`config.mk`:
```
export PLATFORM = sky130hd
export DESIGN_NAME = gather_nd_address_generator_core
export DESIGN_NICKNAME = d
export VERILOG_FILES = /design/src/rtl/core/gndag_pkg.sv /design/src/rtl/core/gather_nd_address_generator_core.sv /design/src/rtl/core/gndag_cfg.sv /design/src/rtl/core/gndag_mac.sv /design/src/rtl/core/gndag_seq.sv
export SDC_FILE = /design/constraint.sdc
export NUM_CORES = 2
export LEC_CHECK = 0
export BUFFER_PORTS_ARGS = -buffer_cell sky130_fd_sc_hd__buf_2
export CAP_MARGIN = 5
export CELL_PAD_IN_SITES_DETAIL_PLACEMENT = 1
export CELL_PAD_IN_SITES_GLOBAL_PLACEMENT = 2
export CORE_ASPECT_RATIO = 0.7
export CORE_MARGIN = 4
export CORE_UTILIZATION = 42
export CTS_CLUSTER_DIAMETER = 40
export DETAILED_ROUTE_END_ITERATION = 16
export GPL_ROUTABILITY_DRIVEN = 0
export HOLD_SLACK_MARGIN = 0.12
export PLACE_DENSITY = 0.91
export SLEW_MARGIN = 25
export SYNTH_ARGS = -nofsm -noshare
export SYNTH_HDL_FRONTEND = slang
export SYNTH_HIERARCHICAL = 1
export SYNTH_SLANG_ARGS = --single-unit
```
`constraint.sdc`:
```
create_clock -name clk -period 13.3 [get_ports clk]
set_input_delay 1.995 -clock clk [delete_from_list [all_inputs] [get_ports clk]]
set_output_delay 1.995 -clock clk [all_outputs]
set_load 0.005 [all_outputs]
```
`src/rtl/core/gndag_pkg.sv`:
```
package gndag_pkg;

	localparam int MAX_DEPTH   = 4;
	localparam int EXTENT_BITS = 16;
	localparam int OFFSET_BITS = 32;

	localparam int CNT_W  = 3;   // holds 0..MAX_DEPTH
	localparam int DIM_W  = 2;   // dimension select
	localparam int ROW_W  = 16;
	localparam int CIDX_W = 3;
	localparam int CDAT_W = 4 * EXTENT_BITS;

	typedef enum logic [CIDX_W-1:0] {
		REG_SCATTER = 3'd0,
		REG_ACCUM   = 3'd1,
		REG_BATCH   = 3'd2,
		REG_IPB     = 3'd3,
		REG_ROW     = 3'd4,
		REG_DEPTH   = 3'd5,
		REG_EXTENTS = 3'd6
	} reg_idx_t;

	typedef struct packed {
		logic                   scatter_mode;
		logic [OFFSET_BITS-1:0] batch_count;
		logic [OFFSET_BITS-1:0] indices_per_batch;
		logic [ROW_W-1:0]       row_length;
		logic [CNT_W-1:0]       index_depth;
		logic [CDAT_W-1:0]      extents_packed;
	} cfg_t;

	typedef struct packed {
		logic                   en;
		logic [OFFSET_BITS-1:0] a;
		logic [OFFSET_BITS-1:0] b;
		logic [OFFSET_BITS-1:0] c;
	} mac_req_t;

	// 0 acts as 1, anything above MAX_DEPTH clamps
	function automatic logic [CNT_W-1:0] depth_eff(input logic [CNT_W-1:0] d);
		logic [CNT_W-1:0] r;
		r = d;
		if (d == '0)
			r = CNT_W'(1);
		else if (d > CNT_W'(MAX_DEPTH))
			r = CNT_W'(MAX_DEPTH);
		return r;
	endfunction

	function automatic logic [OFFSET_BITS-1:0] ext_of(input logic [CDAT_W-1:0] packed_ext,
			input logic [DIM_W-1:0] h);
		logic [EXTENT_BITS-1:0] e;
		e = packed_ext[h*EXTENT_BITS +: EXTENT_BITS];
		return {{(OFFSET_BITS-EXTENT_BITS){1'b0}}, e};
	endfunction

endpackage

```
`src/rtl/core/gather_nd_address_generator_core.sv`:
```
// Address generator for N-dimensional gather/scatter.
// Item channel (item_valid / item_stall / index_component): one signed index
// component per transfer, outermost dimension first. index_depth transfers
// make one tuple. A component that is negative or not below its extent
// marks the tuple as skipped.
// Command channel (cmd_valid / cmd_stall): one transfer per completed tuple
// with source_offset, dest_offset, skipped, error_seen and job_last.
// Config channel (cfg_valid / cfg_ready): register index plus data; always
// ready. Write only while no tuple is in flight.
// Sequence: a non-final component is accepted, then its partial offset is
// written back. A final component holds the sequencer from its accept
// through the emit step; the command register is loaded in the emit step.
// All steps run through one shared 32x32 multiply-add, one operation per
// cycle (Horner step, depth extent-product steps, then a base
// multiply-add and a row-length scale per offset), plus an emit step.
// The command register decouples the sides: items are accepted while a
// command waits; a stalled receiver only holds the sequencer at its final
// step, so the held command never changes.
// Reset clears the config to defaults, the tuple state and job counters.
module gather_nd_address_generator_core
	import gndag_pkg::*;
(
	input  logic                          clk,
	input  logic                          arst_n,
	// config write channel
	input  logic                          cfg_valid,
	output logic                          cfg_ready,
	input  logic [CIDX_W-1:0]             cfg_index,
	input  logic [CDAT_W-1:0]             cfg_data,
	// index component channel
	input  logic                          item_valid,
	output logic                          item_stall,
	input  logic signed [OFFSET_BITS-1:0] index_component,
	// copy command channel
	output logic                          cmd_valid,
	input  logic                          cmd_stall,
	output logic [OFFSET_BITS-1:0]        source_offset,
	output logic [OFFSET_BITS-1:0]        dest_offset,
	output logic                          skipped,
	output logic                          error_seen,
	output logic                          job_last
);

	cfg_t                   cfg;
	mac_req_t               mac_req;
	logic [OFFSET_BITS-1:0] mac_res;

	// register file
	gndag_cfg u_cfg (
		.clk       (clk),
		.arst_n    (arst_n),
		.cfg_valid (cfg_valid),
		.cfg_ready (cfg_ready),
		.cfg_index (cfg_index),
		.cfg_data  (cfg_data),
		.cfg       (cfg)
	);

	// shared multiply-add, result registered
	gndag_mac u_mac (
		.clk (clk),
		.req (mac_req),
		.res (mac_res)
	);

	// sequencer, tuple/job state and command register
	gndag_seq u_seq (
		.clk             (clk),
		.arst_n          (arst_n),
		.cfg             (cfg),
		.item_valid      (item_valid),
		.item_stall      (item_stall),
		.index_component (index_component),
		.cmd_valid       (cmd_valid),
		.cmd_stall       (cmd_stall),
		.source_offset   (source_offset),
		.dest_offset     (dest_offset),
		.skipped         (skipped),
		.error_seen      (error_seen),
		.job_last        (job_last),
		.mac_req         (mac_req),
		.mac_res         (mac_res)
	);

endmodule

```
`src/rtl/core/gndag_cfg.sv`:
```
module gndag_cfg
	import gndag_pkg::*;
(
	input  logic              clk,
	input  logic              arst_n,
	input  logic              cfg_valid,
	output logic              cfg_ready,
	input  logic [CIDX_W-1:0] cfg_index,
	input  logic [CDAT_W-1:0] cfg_data,
	output cfg_t              cfg
);

	cfg_t cfg_q;

	assign cfg_ready = 1'b1;
	assign cfg       = cfg_q;

	always_ff @(posedge clk or negedge arst_n) begin
		if (!arst_n) begin
			cfg_q.scatter_mode      <= 1'b0;
			cfg_q.batch_count       <= '0;
			cfg_q.indices_per_batch <= OFFSET_BITS'(1);
			cfg_q.row_length        <= ROW_W'(1);
			cfg_q.index_depth       <= CNT_W'(1);
			cfg_q.extents_packed    <= '0;
		end else if (cfg_valid && cfg_ready) begin
			unique case (cfg_index)
				REG_SCATTER: cfg_q.scatter_mode      <= cfg_data[0];
				REG_ACCUM:   ;  // add/copy select is consumed by the data mover only
				REG_BATCH:   cfg_q.batch_count       <= cfg_data[OFFSET_BITS-1:0];
				REG_IPB:     cfg_q.indices_per_batch <= cfg_data[OFFSET_BITS-1:0];
				REG_ROW:     cfg_q.row_length        <= cfg_data[ROW_W-1:0];
				REG_DEPTH:   cfg_q.index_depth       <= cfg_data[CNT_W-1:0];
				REG_EXTENTS: cfg_q.extents_packed    <= cfg_data;
				default:     ;
			endcase
		end
	end

endmodule

```
`src/rtl/core/gndag_mac.sv`:
```
module gndag_mac
	import gndag_pkg::*;
(
	input  logic                   clk,
	input  mac_req_t               req,
	output logic [OFFSET_BITS-1:0] res
);

	// a*b + c, low word only
	logic [OFFSET_BITS-1:0] prod_lo;
	logic [OFFSET_BITS-1:0] res_q;

	assign prod_lo = OFFSET_BITS'(req.a * req.b);
	assign res     = res_q;

	always_ff @(posedge clk) begin
		if (req.en)
			res_q <= prod_lo + req.c;
	end

endmodule

```
`src/rtl/core/gndag_seq.sv`:
```
module gndag_seq
	import gndag_pkg::*;
(
	input  logic                          clk,
	input  logic                          arst_n,
	input  cfg_t                          cfg,
	input  logic                          item_valid,
	output logic                          item_stall,
	input  logic signed [OFFSET_BITS-1:0] index_component,
	output logic                          cmd_valid,
	input  logic                          cmd_stall,
	output logic [OFFSET_BITS-1:0]        source_offset,
	output logic [OFFSET_BITS-1:0]        dest_offset,
	output logic                          skipped,
	output logic                          error_seen,
	output logic                          job_last,
	output mac_req_t                      mac_req,
	input  logic [OFFSET_BITS-1:0]        mac_res
);

	typedef enum logic [2:0] {
		S_IDLE, S_PART, S_PROD, S_SRC, S_DST1, S_DST2, S_EMIT
	} state_t;

	state_t                 state_q;
	logic [CNT_W-1:0]       count_q;
	logic [CNT_W-1:0]       idx_q;
	logic [OFFSET_BITS-1:0] partial_q;
	logic [OFFSET_BITS-1:0] src_q;
	logic [OFFSET_BITS-1:0] batch_q;
	logic [OFFSET_BITS-1:0] pos_q;
	logic                   bad_q;
	logic                   final_q;
	logic                   sticky_q;

	logic                   cmd_valid_q;
	logic [OFFSET_BITS-1:0] src_out_q;
	logic [OFFSET_BITS-1:0] dst_out_q;
	logic                   skip_out_q;
	logic                   err_out_q;
	logic                   last_out_q;

	logic [CNT_W-1:0]       depth;
	logic [CNT_W-1:0]       h_full;
	logic [CNT_W-1:0]       h_next;
	logic [OFFSET_BITS-1:0] ext_h;
	logic [OFFSET_BITS-1:0] raw_u;
	logic                   comp_bad;
	logic                   item_fire;
	logic                   emit_ok;
	logic                   load_cmd;
	logic                   last_pos;
	logic                   last_batch;
	logic                   last_tuple;
	logic [OFFSET_BITS-1:0] row_ext;
	logic [OFFSET_BITS-1:0] src_sel;
	logic [OFFSET_BITS-1:0] dst_sel;

	assign depth     = depth_eff(cfg.index_depth);
	assign h_full    = (count_q >= depth) ? depth - CNT_W'(1) : count_q;
	assign h_next    = h_full + CNT_W'(1);
	assign ext_h     = ext_of(cfg.extents_packed, h_full[DIM_W-1:0]);
	assign raw_u     = $unsigned(index_component);
	// sign bit set means raw_u >= 2^31, above any extent
	assign comp_bad  = raw_u >= ext_h;
	assign item_stall = (state_q != S_IDLE);
	assign item_fire = item_valid && !item_stall;
	assign emit_ok   = !cmd_valid_q || !cmd_stall;
	assign load_cmd  = (state_q == S_EMIT) && emit_ok;
	assign row_ext   = {{(OFFSET_BITS-ROW_W){1'b0}}, cfg.row_length};

	assign last_pos   = ({1'b0, pos_q} + {{OFFSET_BITS{1'b0}}, 1'b1})
			>= {1'b0, cfg.indices_per_batch};
	assign last_batch = ({1'b0, batch_q} + {{OFFSET_BITS{1'b0}}, 1'b1})
			>= {1'b0, cfg.batch_count};
	assign last_tuple = last_pos && last_batch;

	// mac_res holds dest offset in S_EMIT
	assign src_sel = bad_q ? '0 : (cfg.scatter_mode ? mac_res : src_q);
	assign dst_sel = bad_q ? '0 : (cfg.scatter_mode ? src_q : mac_res);

	always_comb begin
		mac_req = '0;
		unique case (state_q)
			S_IDLE: begin
				mac_req.en = item_fire;
				mac_req.a  = partial_q;
				mac_req.b  = ext_h;
				mac_req.c  = raw_u;
			end
			S_PART: begin
				// extent product seed: 1 * ext0
				mac_req.en = final_q;
				mac_req.a  = OFFSET_BITS'(1);
				mac_req.b  = ext_of(cfg.extents_packed, DIM_W'(0));
			end
			S_PROD: begin
				mac_req.en = 1'b1;
				if (idx_q < depth) begin
					mac_req.a = mac_res;
					mac_req.b = ext_of(cfg.extents_packed, idx_q[DIM_W-1:0]);
				end else begin
					mac_req.a = batch_q;
					mac_req.b = mac_res;
					mac_req.c = partial_q;
				end
			end
			S_SRC: begin
				mac_req.en = 1'b1;
				mac_req.a  = mac_res;
				mac_req.b  = row_ext;
			end
			S_DST1: begin
				mac_req.en = 1'b1;
				mac_req.a  = batch_q;
				mac_req.b  = cfg.indices_per_batch;
				mac_req.c  = pos_q;
			end
			S_DST2: begin
				mac_req.en = 1'b1;
				mac_req.a  = mac_res;
				mac_req.b  = row_ext;
			end
			S_EMIT: mac_req.en = 1'b0;
			default: mac_req.en = 1'b0;
		endcase
	end

	always_ff @(posedge clk or negedge arst_n) begin
		if (!arst_n) begin
			state_q     <= S_IDLE;
			count_q     <= '0;
			idx_q       <= '0;
			partial_q   <= '0;
			src_q       <= '0;
			batch_q     <= '0;
			pos_q       <= '0;
			bad_q       <= 1'b0;
			final_q     <= 1'b0;
			sticky_q    <= 1'b0;
			cmd_valid_q <= 1'b0;
			src_out_q   <= '0;
			dst_out_q   <= '0;
			skip_out_q  <= 1'b0;
			err_out_q   <= 1'b0;
			last_out_q  <= 1'b0;
		end else begin
			if (load_cmd)
				cmd_valid_q <= 1'b1;
			else if (cmd_valid_q && !cmd_stall)
				cmd_valid_q <= 1'b0;
			unique case (state_q)
				S_IDLE: begin
					if (item_fire) begin
						bad_q   <= bad_q | comp_bad;
						final_q <= (h_next == depth);
						count_q <= (h_next == depth) ? '0 : h_next;
						state_q <= S_PART;
					end
				end
				S_PART: begin
					partial_q <= mac_res;
					idx_q     <= CNT_W'(1);
					state_q   <= final_q ? S_PROD : S_IDLE;
				end
				S_PROD: begin
					if (idx_q < depth)
						idx_q <= idx_q + CNT_W'(1);
					else
						state_q <= S_SRC;
				end
				S_SRC: state_q <= S_DST1;
				S_DST1: begin
					src_q   <= mac_res;
					state_q <= S_DST2;
				end
				S_DST2: state_q <= S_EMIT;
				S_EMIT: begin
					if (emit_ok) begin
						src_out_q   <= src_sel;
						dst_out_q   <= dst_sel;
						skip_out_q  <= bad_q;
						err_out_q   <= sticky_q | bad_q;
						last_out_q  <= last_tuple;
						partial_q   <= '0;
						bad_q       <= 1'b0;
						final_q     <= 1'b0;
						if (last_tuple) begin
							batch_q  <= '0;
							pos_q    <= '0;
							sticky_q <= 1'b0;
						end else begin
							sticky_q <= sticky_q | bad_q;
							if (last_pos) begin
								pos_q   <= '0;
								batch_q <= batch_q + OFFSET_BITS'(1);
							end else begin
								pos_q <= pos_q + OFFSET_BITS'(1);
							end
						end
						state_q <= S_IDLE;
					end
				end
				default: state_q <= S_IDLE;
			endcase
		end
	end

	assign cmd_valid     = cmd_valid_q;
	assign source_offset = src_out_q;
	assign dest_offset   = dst_out_q;
	assign skipped       = skip_out_q;
	assign error_seen    = err_out_q;
	assign job_last      = last_out_q;

	a_rise_from_emit: assert property (@(posedge clk) disable iff (!arst_n)
		$rose(cmd_valid_q) |-> $past(state_q == S_EMIT))
		else $error("command appeared outside emit step");

	a_skip_zero: assert property (@(posedge clk) disable iff (!arst_n)
		(cmd_valid_q && skip_out_q) |->
			(src_out_q == '0 && dst_out_q == '0 && err_out_q))
		else $error("skipped command carries offsets or lacks error flag");

	a_job_end_clear: assert property (@(posedge clk) disable iff (!arst_n)
		(state_q == S_EMIT && emit_ok && last_tuple) |=>
			(batch_q == '0 && pos_q == '0 && !sticky_q))
		else $error("job counters not cleared after last tuple");

	a_count_range: assert property (@(posedge clk) disable iff (!arst_n)
		count_q < CNT_W'(MAX_DEPTH))
		else $error("component count out of range");

endmodule
```
==> impl_metrics.env <==
export IMPL_cts_hold_repair_buffers=0
export IMPL_die_w_um=373
export IMPL_max_freq_mhz=91.1
export IMPL_skew_ps=27.0
export IMPL_critPathMaxFanout=28
export IMPL_multi_input_area_um2=26100
export IMPL_tightestPinTransition_ps=1200
export IMPL_rsz0062_at_grt="false"
export IMPL_final_common_cell="inv_1"
export IMPL_cap_viol_max_count=0
export IMPL_postRouteAntennaNets=0
export IMPL_post_route_period_util_pct=82.5
export IMPL_cts_sinks=388
export IMPL_fill_cells=10300
export IMPL_crit_arrival_ps=11330
export IMPL_numCtsBuffers=50
export IMPL_critical_path_max_stage_delay_ps=670
export IMPL_synth_area_mux_share_pct=9.87
export IMPL_synth_top_family_by_area="adder cells"
export IMPL_io_buffers=172
export IMPL_start_kind="flip-flop"
export IMPL_grt_pass1_wl_mm=221
export IMPL_synth_warnings=6
export IMPL_hpwl_mm=115
export IMPL_synth_compound_area_share_pct=9.20
export IMPL_post_synth_top_area_fraction_pct=22.5
export IMPL_netlist_top_cells_area="dfrtp_1 (23%), fa_1 (22%), ha_1 (6.8%)"
export IMPL_outcome="complete, no violations"
export IMPL_tns_ps=0
export IMPL_drc=0
export IMPL_grt_pass1_vias=33200
export IMPL_ys_types=95
export IMPL_cts_resized=0
export IMPL_setup_violations=0
export IMPL_syn_cell_area_um2=39200
export IMPL_insertion_delay_ps=620
export IMPL_final_cell_mix="inv_1 (621), nand2_1 (448), fa_1 (438)"
export IMPL_crit_top_cell="fa_1"
export IMPL_num_rows=93
export IMPL_post_cts_setup_buffers=0
export IMPL_slew_violations=0
export IMPL_wire_per_inst_um=27.9
export IMPL_antenna_found_initial=22
export IMPL_routed_wl_mm=148
export IMPL_drt_pass1_iterations=8
export IMPL_slew_headroom_pct=18.6
export IMPL_gr_total_overflow=0
export IMPL_htree_levels=2
export IMPL_fin_crit_ps=10970
export IMPL_synthFlopType="dfrtp_1"
export IMPL_cts_root_buf="clkbuf_16"
export IMPL_critPathRequiredTime_ps=13660
export IMPL_cts_tree="yes"
export IMPL_drt_initial_drc_count=3493
export IMPL_start_util_pct=42.5
export IMPL_vias=31400
export IMPL_synthXorXnorAreaFrac_pct=3.24
export IMPL_yosysTopAreaCell="dfrtp_1"
export IMPL_hold_viol_final=0
export IMPL_ys_seq_elements=388
export IMPL_grt_usage_pct=29.8
export IMPL_synthesis_nets=4726
export IMPL_synth_edff_count=32
export IMPL_synth_seq_area_share_pct=25.2
export IMPL_nets=4788
export IMPL_routed_via_density=5.91
export IMPL_min_path_type="reg -> reg"
export IMPL_synthAdderAreaFrac_pct=29.2
export IMPL_ios=174
export IMPL_clk_pin_slew_worst_paths_ps=60
export IMPL_slowest_stage="o221ai_2"
export IMPL_drive_above_1_share_pct=14.8
export IMPL_crit_type="reg -> reg"
export IMPL_avgSynthCellArea_um2=9.88
export IMPL_dieArea_um2=98400
export IMPL_clock_path_buffers=3
export IMPL_seq_area_um2=9880
export IMPL_yosys_area_share_simple_pct=14.8
export IMPL_reg2reg_slack_ps=2330
export IMPL_postSynthCellCount=3970
export IMPL_grt_max_degree=91
export IMPL_coreArea_um2=92300
export IMPL_end_kind="flip-flop"
export IMPL_die_h_um=264
export IMPL_syn2layout_area_growth_pct=9.72
export IMPL_async_flop_share_pct=91.8
==> area by class of cell <==
| cell class | instances | share of cell area, % |
|---|---|---|
| diodes | 8 | 0.0465 |
| clock inverters | 33 | 0.959 |
| repair buffers | 236 | 3.21 |
| flip-flops and latches | 388 | 23.0 |
| well taps | 1235 | 3.59 |
| inverters | 622 | 5.42 |
| clock buffers | 59 | 3.08 |
| multi-input cells | 2734 | 60.7 |
==> layer usage <==
metal | wire [µm] | part of all wire [%] | vias to the layer above | global-route usage (%)
li1 | - | - | 13100 | -
met5 | 54 | 0.036 | - | 0
met1 | 64100 | 43 | 16500 | 42.8
met2 | 58300 | 39 | 1617 | 40.5
met3 | 22900 | 15 | 238 | 14.9
met4 | 3080 | 2.1 | 10 | 5.82
==> synth_stat cells, drive strengths merged (68+ instances only) <==
cell,n
xnor2,98
nand2,449
o31ai,74
clkbuf,173
inv,622
ha,214
dfrtp,353
fa,438
a21oi,68
mux2i,114
mux2,197
and2,404
o21ai,122
==> through the flow <==
stage               util, %  std cells  cell area [µm²]  setup slack (ps)  hold WS, ps
floorplan                 -       3970            39200              3710          470
global placement       44.7       5214            41200              2750          456
detailed placement     44.7       5215            41300              2460          461
CTS                    46.6       5307            43000              2450          477
global route           46.6       5309            43000              1870          493
finish                 46.6       5315            43000              2330          473
==> sequential cells by signal, indices dropped and copies added, names as in the netlist <==
signal,flops
u_seq/bad_q,1
u_seq/source_offset,32
u_seq/state_q,3
u_seq/dest_offset,32
u_seq/error_seen,1
u_seq/idx_q,3
u_seq/partial_q,32
u_seq/batch_q,32
u_seq/pos_q,32
u_seq/cmd_valid,1
u_seq/skipped,1
u_mac/res,32
u_seq/src_q,32
u_seq/final_q,1
u_seq/job_last,1
u_seq/sticky_q,1
u_seq/count_q,3
u_cfg/cfg,148
==> cells by family (layout without fill, tap and decap cells) <==
group | count (synthesis) | in the layout
DFF | 388 | 388
muxes | 327 | 327
AOI/OAI and AO/OA | 495 | 495
buffers and inverters | 848 | 950
and+or+nand+nor | 1118 | 1118
xor gates and xnor gates | 141 | 141
adders and majority gates | 652 | 652
other | 1 | 9
==> worst paths after layout <==
kind,startpoint,endpoint,cells after the start
worst max-delay path,u_cfg/cfg[64]$_DFFE_PN1P_,u_mac/res[30]$_DFFE_PP_,35
worst min-delay path,u_seq/source_offset[8]$_DFFE_PN0P_,u_seq/source_offset[8]$_DFFE_PN0P_,2
worst max register to register,u_cfg/cfg[64]$_DFFE_PN1P_,u_mac/res[30]$_DFFE_PP_,35
worst min register to register,u_seq/source_offset[8]$_DFFE_PN0P_,u_seq/source_offset[8]$_DFFE_PN0P_,2
max in group asynchronous,arst_n,u_seq/batch_q[26]$_DFFE_PN0P_,2
min in group asynchronous,arst_n,u_seq/dest_offset[7]$_DFFE_PN0P_,1
==> worst max-delay path: cells and delay by family, from the launching register on <==
kind            cells  cell delay [ps]
compound gates      8             2340
flops               1              540
xor+xnor            1              100
fa+ha+maj          10             4930
mux                 2              450
simple gates        7             1520
buf+inv             7              810
Power is not shown: default switching activity piles up to over one toggle a cycle in this logic, so the estimate is an artifact.
